$ cat src/hdl/srgb_pkg.sv
// Shared constants, register codes and types for the sorted row group boundary block.
// No dependencies; every other file refers to this package by scoped names.
`timescale 1ns / 1ps

package srgb_pkg;

    localparam int NUM_COLUMNS = 4;
    localparam int POS_BITS    = 31;
    localparam int KEY_W       = 64;
    localparam int LANE_LAT    = 6;
    localparam int CFG_AW      = 5;
    localparam int CFG_DW      = 64;
    localparam int COLS_W      = 3;

    localparam logic [1:0] REG_TOL  = 2'd0;
    localparam logic [1:0] REG_MASK = 2'd1;
    localparam logic [1:0] REG_COLS = 2'd2;

    localparam logic [POS_BITS-1:0] POS_MAX = {POS_BITS{1'b1}};

    typedef logic [POS_BITS-1:0] t_pos;
    typedef logic [KEY_W-1:0]    t_key;

    typedef struct packed {
        logic [KEY_W-1:0]       tol;
        logic [NUM_COLUMNS-1:0] real_mask;
        logic [COLS_W-1:0]      cols;
    } t_cfg;

endpackage

$ cat src/hdl/srgb_real_lane.sv
// One key column compare lane: exact match, or pipelined double |a-b| < tolerance.
// Six register stages: swap, align, add, leading zero count, normalize, round/compare.
// Depends on srgb_pkg.
`timescale 1ns / 1ps

module srgb_real_lane (
    input  logic           i_clk,
    input  logic           i_en,
    input  srgb_pkg::t_key i_a,
    input  srgb_pkg::t_key i_b,
    input  logic           i_is_real,
    input  srgb_pkg::t_key i_tol,
    output logic           o_ok
);

    // Stage 1
    logic        r1_eq, r1_spec, r1_sub;
    logic [10:0] r1_el, r1_sh;
    logic [52:0] r1_sigb, r1_sigs;
    logic        w_swap;
    srgb_pkg::t_key w_big, w_sml;
    logic [10:0] w_eb, w_es, w_ebe, w_ese;

    always_comb begin
        w_swap = i_b[62:0] > i_a[62:0];
        w_big  = w_swap ? i_b : i_a;
        w_sml  = w_swap ? i_a : i_b;
        w_eb   = w_big[62:52];
        w_es   = w_sml[62:52];
        w_ebe  = (w_eb == 11'd0) ? 11'd1 : w_eb;
        w_ese  = (w_es == 11'd0) ? 11'd1 : w_es;
    end

    always_ff @(posedge i_clk) begin
        if (i_en) begin
            r1_eq   <= (i_a == i_b);
            r1_spec <= (i_a[62:52] == 11'h7FF) || (i_b[62:52] == 11'h7FF);
            r1_sub  <= (i_a[63] == i_b[63]);
            r1_el   <= w_ebe;
            r1_sh   <= w_ebe - w_ese;
            r1_sigb <= {(w_eb != 11'd0), w_big[51:0]};
            r1_sigs <= {(w_es != 11'd0), w_sml[51:0]};
        end
    end

    // Stage 2: align the smaller operand, folding shifted-out bits into a sticky bit
    logic        r2_eq, r2_spec, r2_sub;
    logic [10:0] r2_el;
    logic [55:0] r2_big, r2_small;
    logic [55:0] w_ext, w_mask, n_small;

    always_comb begin
        w_ext  = {r1_sigs, 3'b000};
        w_mask = (56'd1 << r1_sh[5:0]) - 56'd1;
        if (r1_sh >= 11'd56) begin
            n_small = {55'd0, |r1_sigs};
        end else begin
            n_small = (w_ext >> r1_sh[5:0]) | {55'd0, |(w_ext & w_mask)};
        end
    end

    always_ff @(posedge i_clk) begin
        if (i_en) begin
            r2_eq    <= r1_eq;
            r2_spec  <= r1_spec;
            r2_sub   <= r1_sub;
            r2_el    <= r1_el;
            r2_big   <= {r1_sigb, 3'b000};
            r2_small <= n_small;
        end
    end

    // Stage 3: magnitude add or subtract
    logic        r3_eq, r3_spec;
    logic [10:0] r3_el;
    logic [56:0] r3_r;

    always_ff @(posedge i_clk) begin
        if (i_en) begin
            r3_eq   <= r2_eq;
            r3_spec <= r2_spec;
            r3_el   <= r2_el;
            r3_r    <= r2_sub ? ({1'b0, r2_big} - {1'b0, r2_small})
                              : ({1'b0, r2_big} + {1'b0, r2_small});
        end
    end

    // Stage 4: leading zero count below the carry bit
    logic        r4_eq, r4_spec;
    logic [10:0] r4_el;
    logic [56:0] r4_r;
    logic [6:0]  r4_lz;
    logic [6:0]  n_lz;

    always_comb begin
        n_lz = 7'd56;
        for (int i = 0; i < 56; i++) begin
            if (r3_r[i]) begin
                n_lz = 7'(55 - i);
            end
        end
    end

    always_ff @(posedge i_clk) begin
        if (i_en) begin
            r4_eq   <= r3_eq;
            r4_spec <= r3_spec;
            r4_el   <= r3_el;
            r4_r    <= r3_r;
            r4_lz   <= n_lz;
        end
    end

    // Stage 5: normalize, stopping at the smallest normal exponent
    logic        r5_eq, r5_spec;
    logic [10:0] r5_e;
    logic [55:0] r5_rn;
    logic [10:0] w_elm1, w_lz11, w_s;
    logic [10:0] n_e;
    logic [55:0] n_rn;

    always_comb begin
        w_elm1 = r4_el - 11'd1;
        w_lz11 = {4'd0, r4_lz};
        w_s    = (w_lz11 < w_elm1) ? w_lz11 : w_elm1;
        if (r4_r[56]) begin
            n_rn = {r4_r[56:2], r4_r[1] | r4_r[0]};
            n_e  = r4_el + 11'd1;
        end else begin
            n_rn = r4_r[55:0] << w_s[5:0];
            n_e  = r4_el - w_s;
        end
    end

    always_ff @(posedge i_clk) begin
        if (i_en) begin
            r5_eq   <= r4_eq;
            r5_spec <= r4_spec;
            r5_e    <= n_e;
            r5_rn   <= n_rn;
        end
    end

    // Stage 6: round to nearest even and compare against the tolerance
    logic        r6_ok;
    logic        w_inc, w_tol_nan, w_real_ok;
    logic [10:0] w_ef;
    logic [62:0] w_d;

    always_comb begin
        w_inc = r5_rn[2] && (r5_rn[1] || r5_rn[0] || r5_rn[3]);
        w_ef  = r5_rn[55] ? r5_e : 11'd0;
        if (r5_e == 11'h7FF) begin
            w_d = {11'h7FF, 52'd0};
        end else begin
            w_d = {w_ef, r5_rn[54:3]} + {62'd0, w_inc};
        end
        w_tol_nan = (i_tol[62:52] == 11'h7FF) && (i_tol[51:0] != 52'd0);
        w_real_ok = r5_eq || (!r5_spec && !i_tol[63] && !w_tol_nan && (w_d < i_tol[62:0]));
    end

    always_ff @(posedge i_clk) begin
        if (i_en) begin
            r6_ok <= i_is_real ? w_real_ok : r5_eq;
        end
    end

    assign o_ok = r6_ok;

endmodule

$ cat config.mk
export PLATFORM = sky130hd
export DESIGN_NAME = srgb_real_lane
export DESIGN_NICKNAME = d
export VERILOG_FILES = /design/src/hdl/srgb_pkg.sv /design/src/hdl/srgb_real_lane.sv
export SDC_FILE = /design/constraint.sdc
export NUM_CORES = 2
export LEC_CHECK = 0
export ABC_AREA = 1
export BUFFER_PORTS_ARGS = -buffer_cell sky130_fd_sc_hd__buf_2
export CAP_MARGIN = 25
export CORE_MARGIN = 1.5
export CORE_UTILIZATION = 50
export CTS_BUF_LIST = sky130_fd_sc_hd__clkbuf_8
export CTS_CLUSTER_DIAMETER = 200
export DETAILED_ROUTE_END_ITERATION = 8
export PLACE_DENSITY = 0.72
export SYNTH_ARGS = -nofsm -noshare
export SYNTH_HDL_FRONTEND = slang
export SYNTH_SLANG_ARGS = --single-unit
$ cat constraint.sdc
create_clock -name i_clk -period 12.73 [get_ports i_clk]
set_input_delay 2.546 -clock i_clk [delete_from_list [all_inputs] [get_ports i_clk]]
set_output_delay 2.546 -clock i_clk [all_outputs]
set_load 0.02 [all_outputs]
==> run metrics <==
die area 72110 um^2; power density cells 133.2 nW/um^2; sequential share of the synthesized area between 40% and 50%; CP max stage delay roughly 410 ps; most frequent CP cell o21ai_0; Die X 268.5 um; Worst VDD drop 0.07946 mV; worst hold path endpoint r3_spec; # IOs 196; # placed instances between 5000 and 6000; Primary FF master, synth edfxtp_1; Critical Path AT 8050 ps; GR Util All Layers 26.52%; CP bufs+invs 4; final-stage net count 5124; Leak 17.46 nW; synthesized area per cell a little under 8 um^2; CTS Hold Buffers Added 0; min-delay src r2_spec; Die Y-Extent 268.5 um; H-tree Lvls 3; EDFF count, synth 470; Layout area overhead 9.373%; Post-route DRC 0; Max-cap violations 0; Worst Setup Path Type primary input to flop; vias in the first global route 28690; worst hold path class flop to flop; sequential standard cell area roughly 14000 um^2; initial antenna violation count 2; Final period util around three fifths; Final GP Congestion 1.005; CTS tree yes; r2r worst-path depth 48; Clock Skew 31.07 ps; worst r2r src r5_rn[2]; hold depth 0; PostCTS Resize Cnt 0; Reg clk slew, reported paths 60 ps; Worst setup EP type flop; Vias per Instance ~5.5; Commonest cells post-synth nand2_1 (945), inv_1 (680), o21ai_0 (529); post-synthesis cell count 4537; flops & latches, synth 470; Remaining Overflow, GRT 0; first-pass GRT wire length 149400 um; mapped cell area 35250 um^2; Final setup viols 0; Wirelength per Cell 17.05 um; area occupied by multi-input gates roughly 18000 um^2; fillcell total between 6000 and 7000; Final ANT Viol Nets 0; RSZ-0062 raised after global routing false; Pwr Total 0.005136 W; Worst-Skew Late Latency about 680 ps; DRT iter0 DRCs 2343; total number of vias 30970; Post-synth ARST share 0%; maximum fanout along the worst path 45; crit-path leading delay family compound AO/OA/AOI/OAI gates; status complete, no violations; Core Footprint 69910 um^2; row cnt slightly below 100; Cell Count, Final, Fillers Out 5661; post-placement setup slack 4503 ps; min Tclk post-route about 7700 ps; main area contributors after synthesis edfxtp_1 (40%), nand2_1 (10%), ha_1 (9.2%); Synth warnings 0; Register-to-Register Setup Slack between 6000 and 7000 ps; worst slew pin tran 978.4 ps; endpoints failing hold 0; clock tree buffer depth 3; leading area contributor after synthesis edfxtp_1; CP Launch Type primary input; Initial Util between 50% and 60%; final WL 96540 um; top-count cell post-synth nand2_1; clock root buffer clkbuf_8; DR pass1 iterations 6; setup repair bufs after CTS 0; Pins Over Slew Limit 0; slowest stage cell on the critical path o21ai_0; setup ws final 5071 ps; Rel. slew slack 34.77%; share of the synthesized area in the top cell type approximately two fifths; detailed placer's ending HPWL 75540 um; Synthesized Nets 4995; Reg-to-Reg End o_ok; fmax 130.6 MHz; Buffers on Ports 195; Worst Path Required 13120 ps; clock tree sinks between 400 and 500; hold_ws 401.5 ps; share of cells above drive strength 1 8.538%; TritonCTS buffer count 77; setup tns final 0 ps; pin count of the biggest net entering global routing 161; Synth cell types 64
[per-layer routing]
layer	share of wire, %	track usage, %	vias up
met3	5.0	2.648	230
met2	48	45.72	1034
met5	0.013	0	-
met4	4.6	12.98	2
li1	-	-	15690
met1	43	33.29	14020
[stage by stage]
step	util, %	cell area (um^2)
5_1_grt	55.16	38560
3_5_place_dp	53.04	37080
4_1_cts	55.15	38560
3_3_place_gp	53.04	37080
6_report	55.16	38560
2_1_floorplan	-	35250
[layout make-up]
| cell class | instances | share of cell area [%] |
|---|---|---|
| repair buffers | 232 | 3.310 |
| clock inverters | 54 | 1.012 |
| clock buffers | 79 | 2.820 |
| well taps | 940 | 3.050 |
| diodes | 1 | 0.006490 |
| multi-input cells | 3187 | 46.40 |
| inverters | 698 | 6.795 |
| flip-flops and latches | 470 | 36.60 |
[worst max-delay path by stage]
stage                     slack [ps]        end  depth (start not counted)   start
after global routing            4700  r1_sh[10]                         31  i_a[4]
final                           5070  r1_sh[10]                         31  i_a[4]
after CTS                       5120  r1_sh[10]                         31  i_a[4]
after global placement          4630  r1_sh[10]                         31  i_a[4]
after detailed placement        4500  r1_sh[10]                         31  i_a[4]
after floorplan                 5620  r1_sh[10]                         33  i_a[2]
[cell families after synthesis]
| family | after synthesis | synth area share, % |
|---|---|---|
| buffers and inverters | 880 | 9.380 |
| AND/OR/NAND/NOR | 1654 | 19.63 |
| multiplexers | 52 | 1.476 |
| flip-flops | 470 | 40.03 |
| AO/OA/AOI/OAI | 1138 | 18.09 |
| XOR/XNOR | 80 | 1.988 |
| adder cells (fa/ha/maj) | 263 | 9.398 |
[where the power goes]
part	internal [W]	switching, W
logic	0.000556	0.00122
registers	0.00195	0.000140
clock network	0.000683	0.000593
[layout by cell type (no fill, tap or decap), types with 5 or more instances in the layout]
cell and n:
bufinv_16 5, or2_2 7, nand3_1 111, inv_1 695, o31ai_1 15, buf_2 194, o211ai_1 25, inv_2 10
nand4_1 47, clkinv_1 28, nor2_2 14, o22ai_1 57, o21bai_1 12, nor4_2 7, buf_4 36, ha_1 260
nor4_1 32, a21boi_0 21, o21a_1 18, nand2_2 9, nor2_4 5, a211oi_1 15, nand2_1 944, nor2_1 396
a21oi_1 331, xnor2_1 7, clkbuf_8 79, clkinv_2 6, o2111ai_1 14, o21ai_0 529, o221ai_1 17, mux2i_1 52
nor3_1 61, edfxtp_1 470, a221oi_1 13, a31oi_1 28, xor2_1 73
[registers in the layout, indices dropped and copies added, names as in the netlist, 11 cells and up]
register  cells
r5_rn        56
r4_r         57
r2_el        11
r1_sh        11
r2_small     56
r3_el        11
r5_e         11
r3_r         57
r1_sigb      53
r4_el        11
r1_el        11
r1_sigs      53
r2_big       53
(Power assumes the default switching activity.)
