--- src/hdl/srgb_pkg.sv ---
// Shared constants, register codes and types for the sorted row group boundary block.
// No dependencies; every other file refers to this package by scoped names.
`timescale 1ns / 1ps

package srgb_pkg;

    localparam int NUM_COLUMNS = 4;
    localparam int POS_BITS    = 31;
    localparam int KEY_W       = 64;
    localparam int LANE_LAT    = 6;
    localparam int CFG_AW      = 5;
    localparam int CFG_DW      = 64;
    localparam int COLS_W      = 3;

    localparam logic [1:0] REG_TOL  = 2'd0;
    localparam logic [1:0] REG_MASK = 2'd1;
    localparam logic [1:0] REG_COLS = 2'd2;

    localparam logic [POS_BITS-1:0] POS_MAX = {POS_BITS{1'b1}};

    typedef logic [POS_BITS-1:0] t_pos;
    typedef logic [KEY_W-1:0]    t_key;

    typedef struct packed {
        logic [KEY_W-1:0]       tol;
        logic [NUM_COLUMNS-1:0] real_mask;
        logic [COLS_W-1:0]      cols;
    } t_cfg;

endpackage

--- src/hdl/srgb_ifs.sv ---


interface srgb_res_if;
    logic               valid;
    logic               ready;
    logic               new_group;
    srgb_pkg::t_pos     row_position;
    logic               closed_group_valid;
    srgb_pkg::t_pos     closed_group_length;
    srgb_pkg::t_pos     final_group_length;

    modport source(output valid, new_group, row_position, closed_group_valid,
                   closed_group_length, final_group_length, input ready);
    modport sink(input valid, new_group, row_position, closed_group_valid,
                 closed_group_length, final_group_length, output ready);
endinterface

--- src/hdl/srgb_group.sv ---
// Group tracking and result register: row counter, open group start, boundary lengths.
// Depends on srgb_pkg and srgb_ifs.
`timescale 1ns / 1ps

module srgb_group (
    input  logic                             i_clk,
    input  logic                             i_rst_n,
    input  logic                             i_vld,
    input  logic                             i_last,
    input  logic [srgb_pkg::NUM_COLUMNS-1:0] i_ok,
    input  logic [srgb_pkg::COLS_W-1:0]      i_cols,
    output logic                             o_en,
    srgb_res_if.source                       o_res
);

    srgb_pkg::t_pos r_cnt, r_gstart;
    logic           r_out_vld;

    srgb_pkg::t_pos n_pos, n_gstart, w_clen, w_flen;
    logic [srgb_pkg::COLS_W-1:0] w_nc;
    logic w_first, w_match, w_ngrp, w_cvld;

    assign o_en        = !r_out_vld || o_res.ready;
    assign o_res.valid = r_out_vld;

    always_comb begin
        if (i_cols == '0) begin
            w_nc = srgb_pkg::COLS_W'(1);
        end else if (i_cols > srgb_pkg::COLS_W'(srgb_pkg::NUM_COLUMNS)) begin
            w_nc = srgb_pkg::COLS_W'(srgb_pkg::NUM_COLUMNS);
        end else begin
            w_nc = i_cols;
        end
        w_match = 1'b1;
        for (int j = 0; j < srgb_pkg::NUM_COLUMNS; j++) begin
            if ((srgb_pkg::COLS_W'(j) < w_nc) && !i_ok[j]) begin
                w_match = 1'b0;
            end
        end
        w_first  = (r_cnt == '0);
        n_pos    = (r_cnt < srgb_pkg::POS_MAX) ? r_cnt + 1'b1 : r_cnt;
        w_ngrp   = w_first || !w_match;
        w_cvld   = !w_first && !w_match;
        w_clen   = w_cvld ? n_pos - r_gstart : '0;
        n_gstart = w_ngrp ? n_pos : r_gstart;
        w_flen   = i_last ? n_pos - n_gstart + 1'b1 : '0;
    end

    always_ff @(posedge i_clk) begin
        if (!i_rst_n) begin
            r_cnt     <= '0;
            r_gstart  <= '0;
            r_out_vld <= 1'b0;
        end else if (o_en) begin
            r_out_vld <= i_vld;
            if (i_vld) begin
                r_cnt    <= i_last ? '0 : n_pos;
                r_gstart <= i_last ? '0 : n_gstart;
            end
        end
    end

    always_ff @(posedge i_clk) begin
        if (o_en && i_vld) begin
            o_res.new_group           <= w_ngrp;
            o_res.row_position        <= n_pos;
            o_res.closed_group_valid  <= w_cvld;
            o_res.closed_group_length <= w_clen;
            o_res.final_group_length  <= w_flen;
        end
    end

endmodule
--- src/flat_wrapper.sv ---
// flat-port wrapper written by rule: the top's interface ports become plain ports
module srgb_group_flat 
  (i_clk, i_rst_n, i_vld, i_last, i_ok, i_cols, o_en, o_res_valid, o_res_new_group, o_res_row_position, o_res_closed_group_valid, o_res_closed_group_length, o_res_final_group_length, o_res_ready);
  srgb_res_if o_res_i ();
  input  logic i_clk;
  input  logic i_rst_n;
  input  logic i_vld;
  input  logic i_last;
  input  logic [srgb_pkg::NUM_COLUMNS-1:0] i_ok;
  input  logic [srgb_pkg::COLS_W-1:0] i_cols;
  output logic o_en;
  output wire logic [$bits(o_res_i.valid)-1:0] o_res_valid;
  output wire logic [$bits(o_res_i.new_group)-1:0] o_res_new_group;
  output wire logic [$bits(o_res_i.row_position)-1:0] o_res_row_position;
  output wire logic [$bits(o_res_i.closed_group_valid)-1:0] o_res_closed_group_valid;
  output wire logic [$bits(o_res_i.closed_group_length)-1:0] o_res_closed_group_length;
  output wire logic [$bits(o_res_i.final_group_length)-1:0] o_res_final_group_length;
  input wire logic [$bits(o_res_i.ready)-1:0] o_res_ready;
  assign o_res_valid = o_res_i.valid;
  assign o_res_new_group = o_res_i.new_group;
  assign o_res_row_position = o_res_i.row_position;
  assign o_res_closed_group_valid = o_res_i.closed_group_valid;
  assign o_res_closed_group_length = o_res_i.closed_group_length;
  assign o_res_final_group_length = o_res_i.final_group_length;
  assign o_res_i.ready = o_res_ready;
  srgb_group u_core (.i_clk(i_clk), .i_rst_n(i_rst_n), .i_vld(i_vld), .i_last(i_last), .i_ok(i_ok), .i_cols(i_cols), .o_en(o_en), .o_res(o_res_i));
endmodule
--- config.mk ---
export PLATFORM = sky130hd
export DESIGN_NAME = srgb_group_flat
export DESIGN_NICKNAME = d
export VERILOG_FILES = /design/src/hdl/srgb_pkg.sv /design/src/hdl/srgb_ifs.sv /design/src/hdl/srgb_group.sv /design/src/flat_wrapper.sv
export SDC_FILE = /design/constraint.sdc
export NUM_CORES = 1
export LEC_CHECK = 0
export ABC_AREA = 1
export BUFFER_PORTS_ARGS = -buffer_cell sky130_fd_sc_hd__buf_2
export CAP_MARGIN = 40
export CORE_UTILIZATION = 60
export CTS_CLUSTER_SIZE = 16
export DETAILED_ROUTE_END_ITERATION = 12
export PLACE_DENSITY = 0.81
export SLEW_MARGIN = 30
export SYNTH_ARGS = -nofsm -noshare
export SYNTH_HDL_FRONTEND = slang
export SYNTH_SLANG_ARGS = --single-unit
export TNS_END_PERCENT = 100
--- constraint.sdc ---
create_clock -name i_clk -period 5.3 [get_ports i_clk]
set_clock_uncertainty 0.05 [all_clocks]
set_input_delay 0.265 -clock i_clk [delete_from_list [all_inputs] [get_ports i_clk]]
set_output_delay 0.265 -clock i_clk [all_outputs]
set_load 0.01 [all_outputs]
==> metrics.log <==
INFO  metric dpl.hpwl = roughly 26000 um
INFO  metric place_worst_setup_slack = 0.674 ns
INFO  metric start_kind = register
INFO  metric numCtsBuffers = 17
INFO  metric tritoncts = done
INFO  metric worst_path_max_delay_cell = sky130_fd_sc_hd__o21ai_0
INFO  metric relSlewSlack = 0.526
INFO  metric die_area = approximately 19000 um^2
INFO  metric post_cts.resized_instances = 0
INFO  metric mappedNetlistArea = 10800 um^2
INFO  metric outcome = finished, final reports clean
INFO  metric antenna_cells_inserted = 0
INFO  metric antenna_found_initial = 0
INFO  metric ys_ff_latch = ~160
INFO  metric stdcell_area = between 10000 and 15000 um^2
INFO  metric power_density = around 250 nW/um^2
INFO  metric average_wire_length_per_cell_after_detail_routing = about 19 um
INFO  metric ff2ff_path_depth = 23
INFO  metric post_cts_setup_repair_bufs = 0
INFO  metric dr.pass1.iters = 7
INFO  metric fp.coreArea = 17400 um^2
INFO  metric rows = between 40 and 50
INFO  metric layout_common_cells = sky130_fd_sc_hd__nand2_1, sky130_fd_sc_hd__a21oi_1, sky130_fd_sc_hd__nor2_1, sky130_fd_sc_hd__inv_1, sky130_fd_sc_hd__buf_2
INFO  metric synth-async-reset-ratio = 0
INFO  metric syn_area_per_cell = about 7.5 um^2
INFO  metric fin_ws = ~0.55 ns
INFO  metric dpl-instance-area = between 10000 and 15000 um^2
INFO  metric p_leak = about 5.7 nW
INFO  metric grt_usage = 0.364
INFO  metric worstPathRequired = roughly 5.4 ns
INFO  metric syn-num-nets = around 1500
INFO  metric grt.overflow.total = 0
INFO  metric port_buffers = ~110
INFO  metric sequentialPowerShare = 0.451
INFO  metric grt_start_max_net_pins = 60
INFO  metric initial_core_util = 0.620
INFO  metric crit_chain = nand2_1 > nor2_2 > nand2_2 > nor2_4 > nand2_4 > clkinv_2 > or2_2 > nand2_1 > o21ai_2 > ha_1 > inv_1 > ha_1 > inv_1 > fa_1 > nand3b_1 > nand2_1 > inv_1 > o21ai_0 > nand2_1 > nand2_1 > nand4_1 > a21oi_1 > nor2_1
INFO  metric syn_to_final_growth = 12.4%
INFO  metric htree_levels = 4
INFO  metric yosysSeqAreaShare = 0.381
INFO  metric vias_per_cell = approximately 6
INFO  metric rsz_0062_raised_after_global_routing = no
INFO  metric worst_setup_hold_path_clk_slew = around 0.07 ns
INFO  metric synth-edff-count = 95
INFO  metric post_route_cells_drive_above_1_share = 0.131
INFO  metric dr.first_iter.drc_count = ~1200
INFO  metric synth-main-ff-cell = sky130_fd_sc_hd__edfxtp_1
INFO  metric drv.max_cap_violation_count = 0
INFO  metric grt_pass1_vias = ~9400
INFO  metric portion_of_total_power_attributed_to_the_clock_network = 0.413
INFO  metric worstPathArrival = ~4.9 ns
INFO  metric worst_pin_slew = roughly 0.7 ns
INFO  metric wl = about 33000 um
INFO  metric timing.hold.worst_path_depth = 4
INFO  metric holdBufCountCts = 0
INFO  metric setup_violations = 0
INFO  metric tns = 0 ns
INFO  metric design.final.nets = roughly 1700
INFO  metric yosys.cell_types.count = 46
INFO  metric yosysWarningCount = 0
INFO  metric switching_share = 0.276
INFO  metric drcViolationCount = 0
INFO  metric numClockSinks = roughly 160
INFO  metric power.share.combinational = 0.135
INFO  metric die_height = between 100 and 150 um
INFO  metric cts-root-buf = sky130_fd_sc_hd__clkbuf_16
INFO  metric floorplan.die.width = 136 um
INFO  metric number_of_cells_produced_by_synthesis = about 1400
INFO  metric final_util = 0.697
INFO  metric pin_count = approximately 110
INFO  metric vdd_drop_max = ~0.00023 V
INFO  metric crit_path_max_fanout = 40
INFO  metric critPathMostFrequentCell = sky130_fd_sc_hd__nand2_1
INFO  metric via_count = roughly 11000
INFO  metric clk-insertion-delay-late = 0.44 ns
INFO  metric final_antenna_net_count = 0
INFO  metric cts_max_path_buffers = 2
INFO  metric final_hold_vio_count = 0
INFO  metric critPathMaxStageDelay = about 0.43 ns
INFO  metric net-switching-power = around 840 uW
INFO  metric worst_setup_path_end_kind = register
INFO  metric layout.cells.most_common = sky130_fd_sc_hd__nand2_1
INFO  metric final.period_utilization = 0.896
INFO  metric place_congestion = between 0.9 and 1
INFO  metric grt_first_pass_wirelength = 51000 um
INFO  metric power_report.internal_total = around 2.2 mW
INFO  metric drv_slew = 0
INFO  metric period_minus_ws_final = approximately 4.7 ns
INFO  metric max_freq = ~0.21 GHz
INFO  metric timing.setup.critical_path_class = register to register
INFO  metric holdCritPathClass = input port to register
[state kept, by name, summed over array words and instances (netlist names)]
name / count
u_core.o_res.new_group: 1
u_core.o_res.closed_group_valid: 1
u_core.r_cnt: 31
u_core.o_res.row_position: 31
u_core.r_gstart: 31
u_core.o_res.final_group_length: 31
u_core.o_res.valid: 1
u_core.o_res.closed_group_length: 31
[logic make-up (layout without fill, tap and decap cells)]
kind of cell,Yosys count,in the layout,synth area share
adders and majority gates,93,93,0.109
DFF,158,158,0.381
buffers and inverters,178,295,0.0660
xor gates and xnor gates,30,30,0.0243
AOI/OAI and AO/OA,304,304,0.151
and+or+nand+nor,681,681,0.269
[cell usage after synthesis (17+ instances only)]
master                     instances  area (um^2)
sky130_fd_sc_hd__dfxtp_1          63         1260
sky130_fd_sc_hd__inv_1           140          526
sky130_fd_sc_hd__ha_1             91         1140
sky130_fd_sc_hd__clkbuf_1         22         82.6
sky130_fd_sc_hd__nor2_1          161          604
sky130_fd_sc_hd__nand4_1          17          106
sky130_fd_sc_hd__a21oi_1         175          876
sky130_fd_sc_hd__nand3_1          51          255
sky130_fd_sc_hd__o21ai_0          74          370
sky130_fd_sc_hd__nor3_1           23          115
sky130_fd_sc_hd__edfxtp_1         95         2850
sky130_fd_sc_hd__nand2_1         372         1400
[cell type report]
cell class / count / area [um^2]
tap: 225 / 282
clock buffer: 23 / 499
fill: 1448 / 5270
clock inverter: 9 / 97.6
multi-input combinational: 1108 / 5980
inverter: 145 / 553
timing repair buffer: 118 / 619
sequential: 158 / 4110
[worst paths after layout]
path,slack (ns),endpoint,startpoint
max,0.55,u_core.o_res.final_group_length[29],u_core.r_cnt[2]
min,0.06,u_core.o_res.valid,o_res_ready
max reg2reg,0.55,u_core.o_res.final_group_length[29],u_core.r_cnt[2]
min reg2reg,0.42,u_core.r_gstart[26],u_core.r_gstart[26]
[power groups by stage]
| stage | clock network [mW] | registers, mW | logic (mW) |
|---|---|---|---|
| after floorplan | 0 | 1.44 | 0.234 |
| after global placement | 0 | 1.40 | 0.394 |
| after detailed placement | 0 | 1.40 | 0.401 |
| after CTS | 1.26 | 1.38 | 0.404 |
| after global routing | 1.31 | 1.38 | 0.451 |
| final | 1.26 | 1.38 | 0.413 |
[worst max-delay path: cells and delay by family, from the launching register on]
family	cells	cell delay (ns)
and+or+nand+nor	13	2.09
adders and majority gates	3	0.91
AOI/OAI and AO/OA	3	0.67
DFF	1	0.39
buffers and inverters	4	0.37
[per-layer routing]
metal | wire length (um) | global-route usage | up-vias
li1 | - | - | 5072
met1 | 14200 | 0.506 | 4829
met2 | 14700 | 0.550 | 584
met3 | 3090 | 0.0694 | 99
met4 | 1220 | 0.154 | 0
met5 | 0 | 0 | -
[per-stage QoR]
| step | total power, mW | instances | hold slack [ns] |
|---|---|---|---|
| floorplan | 1.67 | 1444 | 0.333 |
| global placement | 1.80 | 1753 | 0.402 |
| detailed placement | 1.81 | 1753 | 0.407 |
| CTS | 3.04 | 1785 | 0.0615 |
| global route | 3.14 | 1786 | 0.0736 |
| finish | 3.05 | 1786 | 0.0609 |
Note: power is estimated with default switching activity, not from simulation.
