### config.mk
export PLATFORM = sky130hd
export DESIGN_NAME = srgb_cfg
export DESIGN_NICKNAME = d
export VERILOG_FILES = /design/src/hdl/srgb_pkg.sv /design/src/hdl/srgb_cfg.sv
export SDC_FILE = /design/constraint.sdc
export NUM_CORES = 1
export LEC_CHECK = 0
export BUFFER_PORTS_ARGS = -buffer_cell sky130_fd_sc_hd__buf_2
export CAP_MARGIN = 20
export CELL_PAD_IN_SITES_DETAIL_PLACEMENT = 0
export CELL_PAD_IN_SITES_GLOBAL_PLACEMENT = 1
export CORE_ASPECT_RATIO = 0.8
export CORE_MARGIN = 1
export CORE_UTILIZATION = 30
export CTS_BUF_LIST = sky130_fd_sc_hd__clkbuf_16
export CTS_CLUSTER_DIAMETER = 50
export DETAILED_ROUTE_END_ITERATION = 8
export HOLD_SLACK_MARGIN = 0.03
export PLACE_DENSITY = 0.8
export SLEW_MARGIN = 40
export SYNTH_ARGS = -nofsm -noshare
export SYNTH_HDL_FRONTEND = slang
export SYNTH_SLANG_ARGS = --single-unit
### constraint.sdc
create_clock -name i_clk -period 1.6 [get_ports i_clk]
set_clock_uncertainty 0.15 [all_clocks]
set_input_delay 0.24 -clock i_clk [delete_from_list [all_inputs] [get_ports i_clk]]
set_output_delay 0.24 -clock i_clk [all_outputs]
set_load 0.01 [all_outputs]
### src/hdl/srgb_pkg.sv
// Shared constants, register codes and types for the sorted row group boundary block.
// No dependencies; every other file refers to this package by scoped names.
`timescale 1ns / 1ps

package srgb_pkg;

    localparam int NUM_COLUMNS = 4;
    localparam int POS_BITS    = 31;
    localparam int KEY_W       = 64;
    localparam int LANE_LAT    = 6;
    localparam int CFG_AW      = 5;
    localparam int CFG_DW      = 64;
    localparam int COLS_W      = 3;

    localparam logic [1:0] REG_TOL  = 2'd0;
    localparam logic [1:0] REG_MASK = 2'd1;
    localparam logic [1:0] REG_COLS = 2'd2;

    localparam logic [POS_BITS-1:0] POS_MAX = {POS_BITS{1'b1}};

    typedef logic [POS_BITS-1:0] t_pos;
    typedef logic [KEY_W-1:0]    t_key;

    typedef struct packed {
        logic [KEY_W-1:0]       tol;
        logic [NUM_COLUMNS-1:0] real_mask;
        logic [COLS_W-1:0]      cols;
    } t_cfg;

endpackage

### src/hdl/srgb_cfg.sv
// APB-style configuration registers: tolerance, real column mask, columns in use.
// Depends on srgb_pkg.
`timescale 1ns / 1ps

module srgb_cfg (
    input  logic                        i_clk,
    input  logic                        i_rst_n,
    input  logic                        psel,
    input  logic                        penable,
    input  logic                        pwrite,
    input  logic [srgb_pkg::CFG_AW-1:0] paddr,
    input  logic [srgb_pkg::CFG_DW-1:0] pwdata,
    output logic [srgb_pkg::CFG_DW-1:0] prdata,
    output logic                        pready,
    output srgb_pkg::t_cfg              o_cfg
);

    srgb_pkg::t_cfg r_cfg;
    logic [1:0]     w_idx;

    assign w_idx  = paddr[4:3];
    assign pready = 1'b1;
    assign o_cfg  = r_cfg;

    always_ff @(posedge i_clk) begin
        if (!i_rst_n) begin
            r_cfg.tol       <= '0;
            r_cfg.real_mask <= '0;
            r_cfg.cols      <= srgb_pkg::COLS_W'(1);
        end else if (psel && penable && pwrite) begin
            case (w_idx)
                srgb_pkg::REG_TOL:  r_cfg.tol       <= pwdata;
                srgb_pkg::REG_MASK: r_cfg.real_mask <= pwdata[srgb_pkg::NUM_COLUMNS-1:0];
                srgb_pkg::REG_COLS: r_cfg.cols      <= pwdata[srgb_pkg::COLS_W-1:0];
                default: ;
            endcase
        end
    end

    always_comb begin
        case (w_idx)
            srgb_pkg::REG_TOL:  prdata = r_cfg.tol;
            srgb_pkg::REG_MASK: prdata = {{(srgb_pkg::CFG_DW-srgb_pkg::NUM_COLUMNS){1'b0}},
                                          r_cfg.real_mask};
            srgb_pkg::REG_COLS: prdata = {{(srgb_pkg::CFG_DW-srgb_pkg::COLS_W){1'b0}},
                                          r_cfg.cols};
            default:            prdata = '0;
        endcase
    end

endmodule

==> flow_results.xml, run 1 <==
<?xml version="1.0" encoding="UTF-8"?>
<metrics>
  <group name="routing">
    <metric name="sum_of_met2_wire_segment_lengths_after_detailed_routing" unit="mm">4.729</metric>
    <metric name="drt-initial-drc-count" unit="">108</metric>
    <metric name="routed-wl-met3" unit="um">464</metric>
    <metric name="route.vias.total" unit="">3431</metric>
    <metric name="drt_drc_violations_left" unit="">0</metric>
    <metric name="detail-route-antenna-nets" unit="">0</metric>
    <metric name="first_pass_iters" unit="">4</metric>
    <metric name="via_per_inst" unit="">4.321</metric>
    <metric name="top_signal_layer_used" unit="">met4</metric>
    <metric name="average_wire_per_cell_in_the_routed_design" unit="um">11.93</metric>
    <metric name="post_route_wl" unit="mm">9.470</metric>
    <metric name="route.layer.met1.wl" unit="mm">4.076</metric>
  </group>
  <group name="final_layout">
    <metric name="filler_cell_count" unit="">1014</metric>
    <metric name="number_of_flip_flops_in_the_largest_register" unit="">71</metric>
    <metric name="drive_gt1_share" unit="%">35.69</metric>
    <metric name="multi_input_comb_area" unit="um^2">1737</metric>
    <metric name="instances_no_fill" unit="">794</metric>
    <metric name="flow.area_growth_from_synthesis" unit="%">59.63</metric>
    <metric name="final_net_count" unit="">719</metric>
    <metric name="num_antenna_cells" unit="">0</metric>
    <metric name="regArea" unit="um^2">1421</metric>
  </group>
  <group name="floorplanning">
    <metric name="die-height" unit="um">97.39</metric>
    <metric name="core-area" unit="um^2">10980</metric>
    <metric name="design.portCount" unit="">210</metric>
    <metric name="die-width" unit="um">121.2</metric>
    <metric name="rows" unit="">34</metric>
    <metric name="die_area" unit="um^2">11810</metric>
    <metric name="initial_core_util" unit="%">31.09</metric>
  </group>
  <group name="yosys">
    <metric name="synth_area_per_cell" unit="um^2">8.794</metric>
    <metric name="post_synth_inst_count" unit="">388</metric>
    <metric name="synth_fa_ha_area_share" unit="%">0</metric>
    <metric name="yosysSeqAreaShare" unit="%">41.66</metric>
    <metric name="synth_area_in_simple_gates" unit="%">28.20</metric>
    <metric name="synth_compound_area_share" unit="%">0.6601</metric>
    <metric name="dominant_combinational_cell_family_by_area_after_synthesis" unit="">simple AND/OR/NAND/NOR gates</metric>
    <metric name="multiplexer_fraction_of_the_synthesized_cell_area" unit="%">21.71</metric>
    <metric name="post_synth_most_frequent_cells" unit="">sky130_fd_sc_hd__nand2_1, sky130_fd_sc_hd__mux2i_1, sky130_fd_sc_hd__dfxtp_1, sky130_fd_sc_hd__and2_1, sky130_fd_sc_hd__clkbuf_1</metric>
    <metric name="yosysUniqueCellTypes" unit="">20</metric>
    <metric name="edff_count_synth" unit="">0</metric>
    <metric name="synth_largest_area_cell" unit="">sky130_fd_sc_hd__dfxtp_1</metric>
    <metric name="synth_ff_type" unit="">sky130_fd_sc_hd__dfxtp_1</metric>
    <metric name="synth.top_cells.by_area" unit="">sky130_fd_sc_hd__dfxtp_1, sky130_fd_sc_hd__mux2i_1, sky130_fd_sc_hd__nand2_1, sky130_fd_sc_hd__and2_1, sky130_fd_sc_hd__buf_12</metric>
    <metric name="netlist.area_leader.share" unit="%">41.66</metric>
    <metric name="netlist_area" unit="um^2">3412</metric>
    <metric name="synthArstFlopShare" unit="%">0</metric>
    <metric name="synth_xor_xnor_area_share" unit="%">0</metric>
    <metric name="synth_seq_cells" unit="">71</metric>
    <metric name="mapped_nets" unit="">462</metric>
    <metric name="synth.yosys.warnings" unit="">0</metric>
    <metric name="synth_most_common_cell" unit="">sky130_fd_sc_hd__nand2_1</metric>
  </group>
  <group name="setup_path">
    <metric name="setup.worst_path.class" unit="">in2out</metric>
    <metric name="cp-start-kind" unit="">input pin</metric>
    <metric name="cp_slowest_cell" unit="">sky130_fd_sc_hd__buf_4</metric>
    <metric name="worst_path_largest_cell_delay" unit="ns">0.23</metric>
    <metric name="cp_max_fo" unit="">22</metric>
    <metric name="setup.worst_path.end_class" unit="">primary output</metric>
    <metric name="required" unit="ns">1.21</metric>
    <metric name="cell_chain_critical_path" unit="">buf_2 &gt; nor2_4 &gt; buf_4 &gt; and2_1 &gt; buf_2</metric>
    <metric name="crit_arrival" unit="ns">1.11</metric>
    <metric name="cp_common_cell" unit="">sky130_fd_sc_hd__buf_2</metric>
  </group>
  <group name="timing">
    <metric name="rsz_0062_raised_after_global_routing" unit="">no</metric>
    <metric name="min_period" unit="ns">1.496</metric>
    <metric name="max_slew_violations" unit="">0</metric>
    <metric name="totalNegativeSetupSlack" unit="ns">0</metric>
    <metric name="timing.fmax" unit="GHz">0.6684</metric>
    <metric name="setup-violations-final" unit="">0</metric>
    <metric name="hold_slack" unit="ns">0.08507</metric>
    <metric name="fin_crit_sh" unit="%">93.51</metric>
    <metric name="finalHoldViolations" unit="">0</metric>
  </group>
  <group name="placed_design">
    <metric name="portBuffers" unit="">205</metric>
    <metric name="gpl.final_weighted_congestion" unit="">0.7724</metric>
    <metric name="dp_hpwl" unit="mm">6.418</metric>
    <metric name="placed_cells" unit="">716</metric>
  </group>
  <group name="job">
    <metric name="maxCapViolCount" unit="">0</metric>
  </group>
  <group name="clock_tree">
    <metric name="h-tree-depth" unit="">3</metric>
    <metric name="clk_pin_slew_worst_paths" unit="ns">0.05</metric>
    <metric name="clock_insertion_delay_worst_skew" unit="ns">0.32</metric>
    <metric name="cts.path.max_buffers" unit="">2</metric>
    <metric name="clock_tree.root_cell" unit="">sky130_fd_sc_hd__clkbuf_16</metric>
    <metric name="post_cts.resized_instances" unit="">0</metric>
    <metric name="cts_inserted_buffers" unit="">9</metric>
    <metric name="postCtsHoldBufs" unit="">62</metric>
    <metric name="tritoncts_num_sinks" unit="">71</metric>
    <metric name="tritoncts" unit="">done</metric>
    <metric name="cts_setup_buffers" unit="">0</metric>
  </group>
  <group name="min_path">
    <metric name="worst_hold_path_type" unit="">in2reg</metric>
  </group>
  <group name="grt">
    <metric name="first_global_vias" unit="">3300</metric>
    <metric name="grt_start_max_net_pins" unit="">53</metric>
    <metric name="antenna_found_initial" unit="">0</metric>
    <metric name="first_pass_grt_wire_length" unit="mm">15.35</metric>
    <metric name="grt_use_total" unit="%">16.28</metric>
    <metric name="globalRoute.totalOverflow" unit="">0</metric>
  </group>
  <group name="pwr">
    <metric name="power.static_leakage" unit="nW">2.678</metric>
    <metric name="power.ir.vdd_worst" unit="uV">445.6</metric>
    <metric name="power_density_relative_to_cell_area" unit="nW/um^2">823.1</metric>
  </group>
  <group name="status">
    <metric name="status" unit="">finished clean</metric>
  </group>
</metrics>
## placed cells by master, fill, tap and decap left out
cell / instances
sky130_fd_sc_hd__o21ai_0: 3
sky130_fd_sc_hd__conb_1: 1
sky130_fd_sc_hd__inv_1: 4
sky130_fd_sc_hd__nand2_1: 137
sky130_fd_sc_hd__nor3b_2: 1
sky130_fd_sc_hd__nand3_2: 1
sky130_fd_sc_hd__o211ai_1: 1
sky130_fd_sc_hd__buf_12: 4
sky130_fd_sc_hd__buf_4: 7
sky130_fd_sc_hd__bufinv_16: 3
sky130_fd_sc_hd__mux2i_1: 74
sky130_fd_sc_hd__clkbuf_16: 9
sky130_fd_sc_hd__nor2_4: 1
sky130_fd_sc_hd__dfxtp_1: 71
sky130_fd_sc_hd__nor2b_2: 1
sky130_fd_sc_hd__nor3_4: 1
sky130_fd_sc_hd__buf_2: 204
sky130_fd_sc_hd__clkinv_1: 1
sky130_fd_sc_hd__nor2_1: 1
sky130_fd_sc_hd__dlygate4sd3_1: 62
sky130_fd_sc_hd__and3_1: 1
sky130_fd_sc_hd__and2_1: 61
sky130_fd_sc_hd__nand3_1: 1
## path summary, 6_finish.rpt
check	from	endpoint	slack [ns]	depth (start not counted)
max	paddr[3]	prdata[34]	0.10	5
min	pwdata[2]	o_cfg[5]	0.09	3
max reg2reg	o_cfg[36]	o_cfg[36]	0.81	2
min reg2reg	o_cfg[27]	o_cfg[27]	0.31	2
## report_power, final
group / switching (mW) / total (mW) / internal (mW) / leakage, nW
clock network: 0.722 / 2.22 / 1.50 / 0.171
logic: 0.203 / 0.453 / 0.250 / 1.93
registers: 0.0166 / 1.81 / 1.79 / 0.573
total: 0.941 / 4.48 / 3.54 / 2.68
## critical path: cells and delay by family
kind,cells,cell delay (ns)
buffers and inverters,3,0.55
AND/OR/NAND/NOR,2,0.30
## stage by stage
stage | setup slack [ns] | cell area (um^2) | util (%) | power, mW
after floorplan | 0.2166 | 3412 | - | 2.034
after global placement | 0.1226 | 4496 | 40.96 | 2.177
after detailed placement | 0.08333 | 4496 | 40.96 | 2.183
after CTS | 0.08564 | 5446 | 49.62 | 4.553
after global routing | 0.02910 | 5446 | 49.62 | 4.694
final | 0.1039 | 5446 | 49.62 | 4.483
## layout make-up
class	instances	share of cell area [%]
timing repair buffer	277	32.58
multi-input combinational	285	31.89
clock inverter	7	1.930
sequential	71	26.10
inverter	1	0.06892
tap	144	3.308
clock buffer	9	4.135
## routing by layer
layer  vias up  track usage [%]
met4         0            7.217
li1       1745                -
met1      1559            17.74
met5         -                0
met3        13            3.991
met2       114            29.49
## logic make-up (layout without fill, tap and decap cells)
| family | after synthesis | count (layout) |
|---|---|---|
| compound gates | 4 | 4 |
| buf+inv | 32 | 294 |
| flops | 71 | 71 |
| mux | 74 | 74 |
| other cells | 1 | 1 |
| simple gates | 206 | 206 |
No activity file was read; power rests on OpenSTA's default activity.
==> run 2: changes to the inputs <==
--- a/config.mk
+++ b/config.mk
@@ -17,6 +17,7 @@
 export DETAILED_ROUTE_END_ITERATION = 8
 export HOLD_SLACK_MARGIN = 0.03
 export PLACE_DENSITY = 0.8
+export REMOVE_ABC_BUFFERS = 1
 export SLEW_MARGIN = 40
 export SYNTH_ARGS = -nofsm -noshare
 export SYNTH_HDL_FRONTEND = slang
==> flow_results.xml, run 2 (same netlist as run 1, synthesis figures left out) <==
<?xml version="1.0" encoding="UTF-8"?>
<metrics>
  <group name="status">
    <metric name="status" unit="">finished clean</metric>
  </group>
  <group name="clock_tree">
    <metric name="clock_tree.root_cell" unit="">sky130_fd_sc_hd__clkbuf_16</metric>
    <metric name="tritoncts_num_sinks" unit="">71</metric>
    <metric name="cts_setup_buffers" unit="">0</metric>
    <metric name="postCtsHoldBufs" unit="">60</metric>
    <metric name="tritoncts" unit="">done</metric>
    <metric name="cts.path.max_buffers" unit="">2</metric>
    <metric name="cts_inserted_buffers" unit="">9</metric>
    <metric name="clock_insertion_delay_worst_skew" unit="ns">0.32</metric>
    <metric name="clk_pin_slew_worst_paths" unit="ns">0.05</metric>
    <metric name="h-tree-depth" unit="">3</metric>
    <metric name="post_cts.resized_instances" unit="">0</metric>
  </group>
  <group name="timing">
    <metric name="max_slew_violations" unit="">0</metric>
    <metric name="setup-violations-final" unit="">0</metric>
    <metric name="fin_crit_sh" unit="%">94.59</metric>
    <metric name="min_period" unit="ns">1.513</metric>
    <metric name="timing.fmax" unit="GHz">0.6608</metric>
    <metric name="rsz_0062_raised_after_global_routing" unit="">no</metric>
    <metric name="totalNegativeSetupSlack" unit="ns">0</metric>
    <metric name="finalHoldViolations" unit="">0</metric>
  </group>
  <group name="setup_path">
    <metric name="cp-start-kind" unit="">flip-flop</metric>
    <metric name="cp_top_family" unit="">flip-flops</metric>
    <metric name="crit_arrival" unit="ns">1.12</metric>
    <metric name="setup.worst_path.end_class" unit="">primary output</metric>
    <metric name="cp_slowest_cell" unit="">sky130_fd_sc_hd__dfxtp_1</metric>
    <metric name="required" unit="ns">1.21</metric>
    <metric name="cp_max_fo" unit="">3</metric>
    <metric name="setup.worst_path.class" unit="">reg2out</metric>
    <metric name="worst_path_largest_cell_delay" unit="ns">0.37</metric>
    <metric name="cell_chain_critical_path" unit="">mux2i_1 &gt; o21ai_0 &gt; buf_2</metric>
    <metric name="worstPathBufferInverterCount" unit="">1</metric>
  </group>
  <group name="floorplanning">
    <metric name="die-height" unit="um">97.39</metric>
    <metric name="initial_core_util" unit="%">31.09</metric>
    <metric name="rows" unit="">34</metric>
    <metric name="die-width" unit="um">121.2</metric>
    <metric name="core-area" unit="um^2">10980</metric>
    <metric name="die_area" unit="um^2">11810</metric>
    <metric name="design.portCount" unit="">210</metric>
  </group>
  <group name="routing">
    <metric name="drt_drc_violations_left" unit="">0</metric>
    <metric name="average_wire_per_cell_in_the_routed_design" unit="um">11.38</metric>
    <metric name="first_pass_iters" unit="">4</metric>
    <metric name="detail-route-antenna-nets" unit="">0</metric>
    <metric name="via_per_inst" unit="">4.245</metric>
    <metric name="drt-initial-drc-count" unit="">67</metric>
    <metric name="post_route_wl" unit="mm">8.975</metric>
    <metric name="route.vias.total" unit="">3349</metric>
  </group>
  <group name="final_layout">
    <metric name="drive_gt1_share" unit="%">35.66</metric>
    <metric name="final_net_count" unit="">714</metric>
    <metric name="final_common_cell" unit="">sky130_fd_sc_hd__buf_2</metric>
    <metric name="filler_cell_count" unit="">1068</metric>
    <metric name="layout.cells.most_common_list" unit="">sky130_fd_sc_hd__buf_2, sky130_fd_sc_hd__nand2_1, sky130_fd_sc_hd__mux2i_1</metric>
    <metric name="multi_input_comb_area" unit="um^2">1737</metric>
    <metric name="number_of_flip_flops_in_the_largest_register" unit="">71</metric>
    <metric name="regArea" unit="um^2">1421</metric>
    <metric name="flow.area_growth_from_synthesis" unit="%">57.68</metric>
    <metric name="num_antenna_cells" unit="">0</metric>
  </group>
  <group name="pwr">
    <metric name="switching_share" unit="%">22.22</metric>
    <metric name="power.static_leakage" unit="nW">2.641</metric>
    <metric name="power.ir.vdd_worst" unit="uV">406.9</metric>
    <metric name="total_power" unit="mW">4.142</metric>
    <metric name="power_density_relative_to_cell_area" unit="nW/um^2">769.8</metric>
    <metric name="share_of_total_power_in_combinational_logic" unit="%">10.8</metric>
    <metric name="internal_power" unit="mW">3.221</metric>
    <metric name="p_sw" unit="mW">0.9203</metric>
    <metric name="share_seq_of_total_power" unit="%">43.7</metric>
    <metric name="clock_power_share" unit="%">45.5</metric>
  </group>
  <group name="min_path">
    <metric name="worst_hold_path_type" unit="">in2reg</metric>
  </group>
  <group name="job">
    <metric name="maxCapViolCount" unit="">0</metric>
  </group>
  <group name="grt">
    <metric name="antenna_found_initial" unit="">0</metric>
    <metric name="grt_start_max_net_pins" unit="">75</metric>
    <metric name="globalRoute.totalOverflow" unit="">0</metric>
    <metric name="first_global_vias" unit="">3235</metric>
    <metric name="grt_use_total" unit="%">15.01</metric>
    <metric name="first_pass_grt_wire_length" unit="mm">14.35</metric>
  </group>
  <group name="placed_design">
    <metric name="dp_hpwl" unit="mm">6.228</metric>
    <metric name="gpl.final_weighted_congestion" unit="">0.7034</metric>
    <metric name="portBuffers" unit="">205</metric>
  </group>
</metrics>
run 2: changes by cell type in the layout (fill, tap and decap cells not counted), sizes merged:
| cell | change |
|---|---|
| bufinv | -2 |
| buf | -3 |
| dlygate4sd3 | -2 |
| inv | -1 |
| clkinv | +3 |
run 2: layout make-up:
class	instances	share of cell area (%)
multi-input cells	285	32.28
repair buffers	272	32.65
inverters	1	0.06977
clock inverters	7	1.047
well taps	144	3.349
flip-flops and latches	71	26.42
clock buffers	9	4.186
run 2: worst reg2reg max path, cell delays in order, from the launching register on:
cell	delay (ns)
sky130_fd_sc_hd__dfxtp_1	0.37
sky130_fd_sc_hd__nand2_1	0.07
sky130_fd_sc_hd__mux2i_1	0.13
run 2: metrics by stage:
step	utilization, %	cells	hold slack [ns]	instance area (um^2)	setup slack [ns]
after CTS	49.02	789	0.03267	5380	0.08192
after detailed placement	40.98	713	0.3121	4498	0.08556
after floorplan	-	357	0.1789	3154	-1.440
final	49.02	789	0.05034	5380	0.08661
after global routing	49.02	789	0.04125	5380	0.007423
after global placement	40.98	713	0.3003	4498	0.1432
run 2: routing by layer:
| layer | track usage [%] | vias up | share of wire (%) |
|---|---|---|---|
| met5 | 0 | - | 0 |
| met1 | 17.07 | 1478 | 45 |
| li1 | - | 1733 | - |
| met3 | 3.991 | 10 | 6.2 |
| met2 | 26.99 | 128 | 48 |
| met4 | 4.748 | 0 | 1.2 |
run 2: path summary, 6_finish.rpt:
| path | start | end | slack [ns] | depth (start not counted) |
|---|---|---|---|---|
| setup / recovery | o_cfg[7] | prdata[0] | 0.09 | 3 |
| hold / removal | pwdata[0] | o_cfg[0] | 0.05 | 3 |
| hold reg to reg | o_cfg[56] | o_cfg[56] | 0.31 | 2 |
| setup reg to reg | o_cfg[7] | o_cfg[7] | 0.82 | 2 |
run 2: power groups by stage:
stage | registers (mW) | logic [mW] | clock network [mW]
2_1_floorplan | 1.86 | 0.108 | 0
3_3_place_gp | 1.85 | 0.329 | 0
3_5_place_dp | 1.85 | 0.336 | 0
4_1_cts | 1.81 | 0.451 | 1.96
5_1_grt | 1.81 | 0.493 | 2.04
6_report | 1.81 | 0.449 | 1.88
==> run 3: changes to the inputs <==
--- a/config.mk
+++ b/config.mk
@@ -18,6 +18,7 @@
 export HOLD_SLACK_MARGIN = 0.03
 export PLACE_DENSITY = 0.8
 export REMOVE_ABC_BUFFERS = 1
+export SETUP_SLACK_MARGIN = 0.2
 export SLEW_MARGIN = 40
 export SYNTH_ARGS = -nofsm -noshare
 export SYNTH_HDL_FRONTEND = slang
==> flow_results.xml, run 3 (same netlist as run 1, synthesis figures left out) <==
<?xml version="1.0" encoding="UTF-8"?>
<metrics>
  <group name="setup_path">
    <metric name="cp_common_cell" unit="">sky130_fd_sc_hd__buf_12</metric>
    <metric name="reg2reg_setup_slack" unit="ns">0.76</metric>
    <metric name="cell_chain_critical_path" unit="">buf_12 &gt; nor2_4 &gt; buf_12 &gt; clkbuf_16 &gt; and2_4 &gt; buf_6</metric>
    <metric name="ff2ff_path_depth" unit="">3</metric>
    <metric name="setup.worst_path.end_class" unit="">primary output</metric>
    <metric name="reg2reg_from" unit="">o_cfg[7]</metric>
    <metric name="crit_arrival" unit="ns">1.05</metric>
    <metric name="cp_slowest_cell" unit="">sky130_fd_sc_hd__clkbuf_16</metric>
    <metric name="worst_path_largest_cell_delay" unit="ns">0.17</metric>
    <metric name="critPathLaunch" unit="">paddr[3]</metric>
    <metric name="cp-start-kind" unit="">input pin</metric>
    <metric name="required" unit="ns">1.21</metric>
    <metric name="setup.worst_path.class" unit="">in2out</metric>
    <metric name="r2r_end" unit="">o_cfg[7]</metric>
    <metric name="cp_max_fo" unit="">8</metric>
  </group>
  <group name="placed_design">
    <metric name="dp_hpwl" unit="mm">6.228</metric>
    <metric name="detailed_place.area" unit="um^2">4498</metric>
    <metric name="dpl_worst_slack" unit="ns">0.08556</metric>
    <metric name="portBuffers" unit="">205</metric>
    <metric name="gpl.final_weighted_congestion" unit="">0.7034</metric>
  </group>
  <group name="grt">
    <metric name="first_pass_grt_wire_length" unit="mm">14.41</metric>
    <metric name="grt_use_total" unit="%">15.06</metric>
    <metric name="grt_start_max_net_pins" unit="">75</metric>
    <metric name="first_global_vias" unit="">3272</metric>
    <metric name="globalRoute.totalOverflow" unit="">0</metric>
    <metric name="antenna_found_initial" unit="">0</metric>
  </group>
  <group name="clock_tree">
    <metric name="clk_pin_slew_worst_paths" unit="ns">0.05</metric>
    <metric name="tritoncts_num_sinks" unit="">71</metric>
    <metric name="clock_tree.root_cell" unit="">sky130_fd_sc_hd__clkbuf_16</metric>
    <metric name="tritoncts" unit="">done</metric>
    <metric name="cts.path.max_buffers" unit="">2</metric>
    <metric name="clock_insertion_delay_worst_skew" unit="ns">0.32</metric>
    <metric name="h-tree-depth" unit="">3</metric>
    <metric name="cts_inserted_buffers" unit="">9</metric>
  </group>
  <group name="final_layout">
    <metric name="number_of_flip_flops_in_the_largest_register" unit="">71</metric>
    <metric name="layout.cells.most_common_list" unit="">sky130_fd_sc_hd__buf_2, sky130_fd_sc_hd__nand2_1, sky130_fd_sc_hd__mux2i_1</metric>
    <metric name="final_cell_area" unit="um^2">6153</metric>
    <metric name="final_common_cell" unit="">sky130_fd_sc_hd__buf_2</metric>
    <metric name="flow.area_growth_from_synthesis" unit="%">80.34</metric>
    <metric name="filler_cell_count" unit="">980</metric>
    <metric name="drive_gt1_share" unit="%">47.28</metric>
    <metric name="final_net_count" unit="">731</metric>
    <metric name="num_antenna_cells" unit="">0</metric>
  </group>
  <group name="min_path">
    <metric name="whs_endpoint" unit="">o_cfg[10]</metric>
    <metric name="hold_path.startpoint" unit="">pwdata[3]</metric>
    <metric name="worst_hold_path_type" unit="">in2reg</metric>
    <metric name="hold-path-cell-count" unit="">3</metric>
  </group>
  <group name="timing">
    <metric name="max_slew_violations" unit="">0</metric>
    <metric name="setup-violations-final" unit="">0</metric>
    <metric name="finalHoldViolations" unit="">0</metric>
    <metric name="fin_crit_sh" unit="%">89.70</metric>
    <metric name="min_period" unit="ns">1.435</metric>
    <metric name="rsz_0062_raised_after_global_routing" unit="">yes</metric>
    <metric name="final.setup.worst_slack" unit="ns">0.1648</metric>
    <metric name="timing.fmax" unit="GHz">0.6968</metric>
  </group>
  <group name="routing">
    <metric name="via_per_inst" unit="">4.393</metric>
    <metric name="post_route_wl" unit="mm">10.98</metric>
    <metric name="routed-wl-met3" unit="um">624</metric>
    <metric name="sum_of_met2_wire_segment_lengths_after_detailed_routing" unit="mm">5.493</metric>
    <metric name="drt_drc_violations_left" unit="">0</metric>
    <metric name="average_wire_per_cell_in_the_routed_design" unit="um">13.62</metric>
    <metric name="first_pass_iters" unit="">5</metric>
    <metric name="detail-route-antenna-nets" unit="">0</metric>
    <metric name="top_signal_layer_used" unit="">met4</metric>
    <metric name="route.layer.met1.wl" unit="mm">4.733</metric>
    <metric name="drt-initial-drc-count" unit="">87</metric>
    <metric name="route.vias.total" unit="">3541</metric>
  </group>
  <group name="pwr">
    <metric name="power.ir.vdd_worst" unit="uV">414.9</metric>
    <metric name="power_density_relative_to_cell_area" unit="nW/um^2">689.8</metric>
    <metric name="power.static_leakage" unit="nW">2.891</metric>
  </group>
  <group name="floorplanning">
    <metric name="die-height" unit="um">97.39</metric>
    <metric name="design.portCount" unit="">210</metric>
    <metric name="die_area" unit="um^2">11810</metric>
    <metric name="initial_core_util" unit="%">31.09</metric>
    <metric name="core-area" unit="um^2">10980</metric>
    <metric name="rows" unit="">34</metric>
    <metric name="die-width" unit="um">121.2</metric>
  </group>
  <group name="status">
    <metric name="status" unit="">finished clean</metric>
  </group>
  <group name="job">
    <metric name="maxCapViolCount" unit="">0</metric>
  </group>
</metrics>
[run 3: area by class of cell]
class | count | area, um^2 | share of cell area (%)
clock buffers | 9 | 225.2 | 3.660
multi-input cells | 285 | 1887 | 30.66
flip-flops and latches | 71 | 1431 | 23.26
well taps | 144 | 180.2 | 2.928
repair buffers | 289 | 2370 | 38.51
clock inverters | 7 | 56.30 | 0.9150
inverters | 1 | 3.754 | 0.06100
[run 3: through the flow]
| step | TNS (ns) | power (mW) | hold WS (ns) | util (%) | instances |
|---|---|---|---|---|---|
| after floorplan | -123.35 | 1.963 | 0.1789 | - | 357 |
| after global placement | 0 | 2.175 | 0.3003 | 40.98 | 713 |
| after detailed placement | 0 | 2.182 | 0.3121 | 40.98 | 713 |
| after CTS | 0 | 4.224 | 0.03267 | 49.20 | 791 |
| after global routing | 0 | 4.439 | 0.04171 | 56.06 | 806 |
| final | 0 | 4.245 | 0.04669 | 56.06 | 806 |
[run 3: what timing repair did]
action | in CTS | in global routing
endpoints found under the setup margin | 63 | 64
pin swaps | 1 | 25
buffers inserted | 2 | 9
hold buffers | 60 | 0
hold endpoints to repair | 60 | 0
gates cloned | 0 | 6
gates resized for setup | 7 | 133
[run 3: metal layers]
| layer | GRT usage [%] | vias up |
|---|---|---|
| met5 | 0 | - |
| met4 | 4.938 | 0 |
| met3 | 4.049 | 15 |
| met2 | 27.16 | 132 |
| met1 | 16.96 | 1623 |
| li1 | - | 1771 |
[run 3: how the worst max path moves through the flow]
| stage | endpoint | slack [ns] | cells after the start |
|---|---|---|---|
| 6_report | prdata[17] | 0.16 | 6 |
| 5_1_grt | prdata[2] | 0.11 | 3 |
| 4_1_cts | prdata[53] | 0.13 | 5 |
| 3_5_place_dp | o_cfg[46] | 0.09 | 4 |
| 3_3_place_gp | prdata[53] | 0.14 | 5 |
| 2_1_floorplan | o_cfg[10] | -1.44 | 3 |
[run 3: power breakdown]
part / internal (mW) / leakage (nW) / total, mW / switching, mW
Sequential: 1.79 / 0.577 / 1.81 / 0.0181
Combinational: 0.311 / 2.16 / 0.547 / 0.236
Clock: 1.18 / 0.149 / 1.89 / 0.706
Total: 3.28 / 2.89 / 4.24 / 0.960
[run 3: worst max-delay path: cells and delay by family]
| family | cells | cell delay [ns] |
|---|---|---|
| buffers and inverters | 4 | 0.53 |
| and+or+nand+nor | 2 | 0.26 |
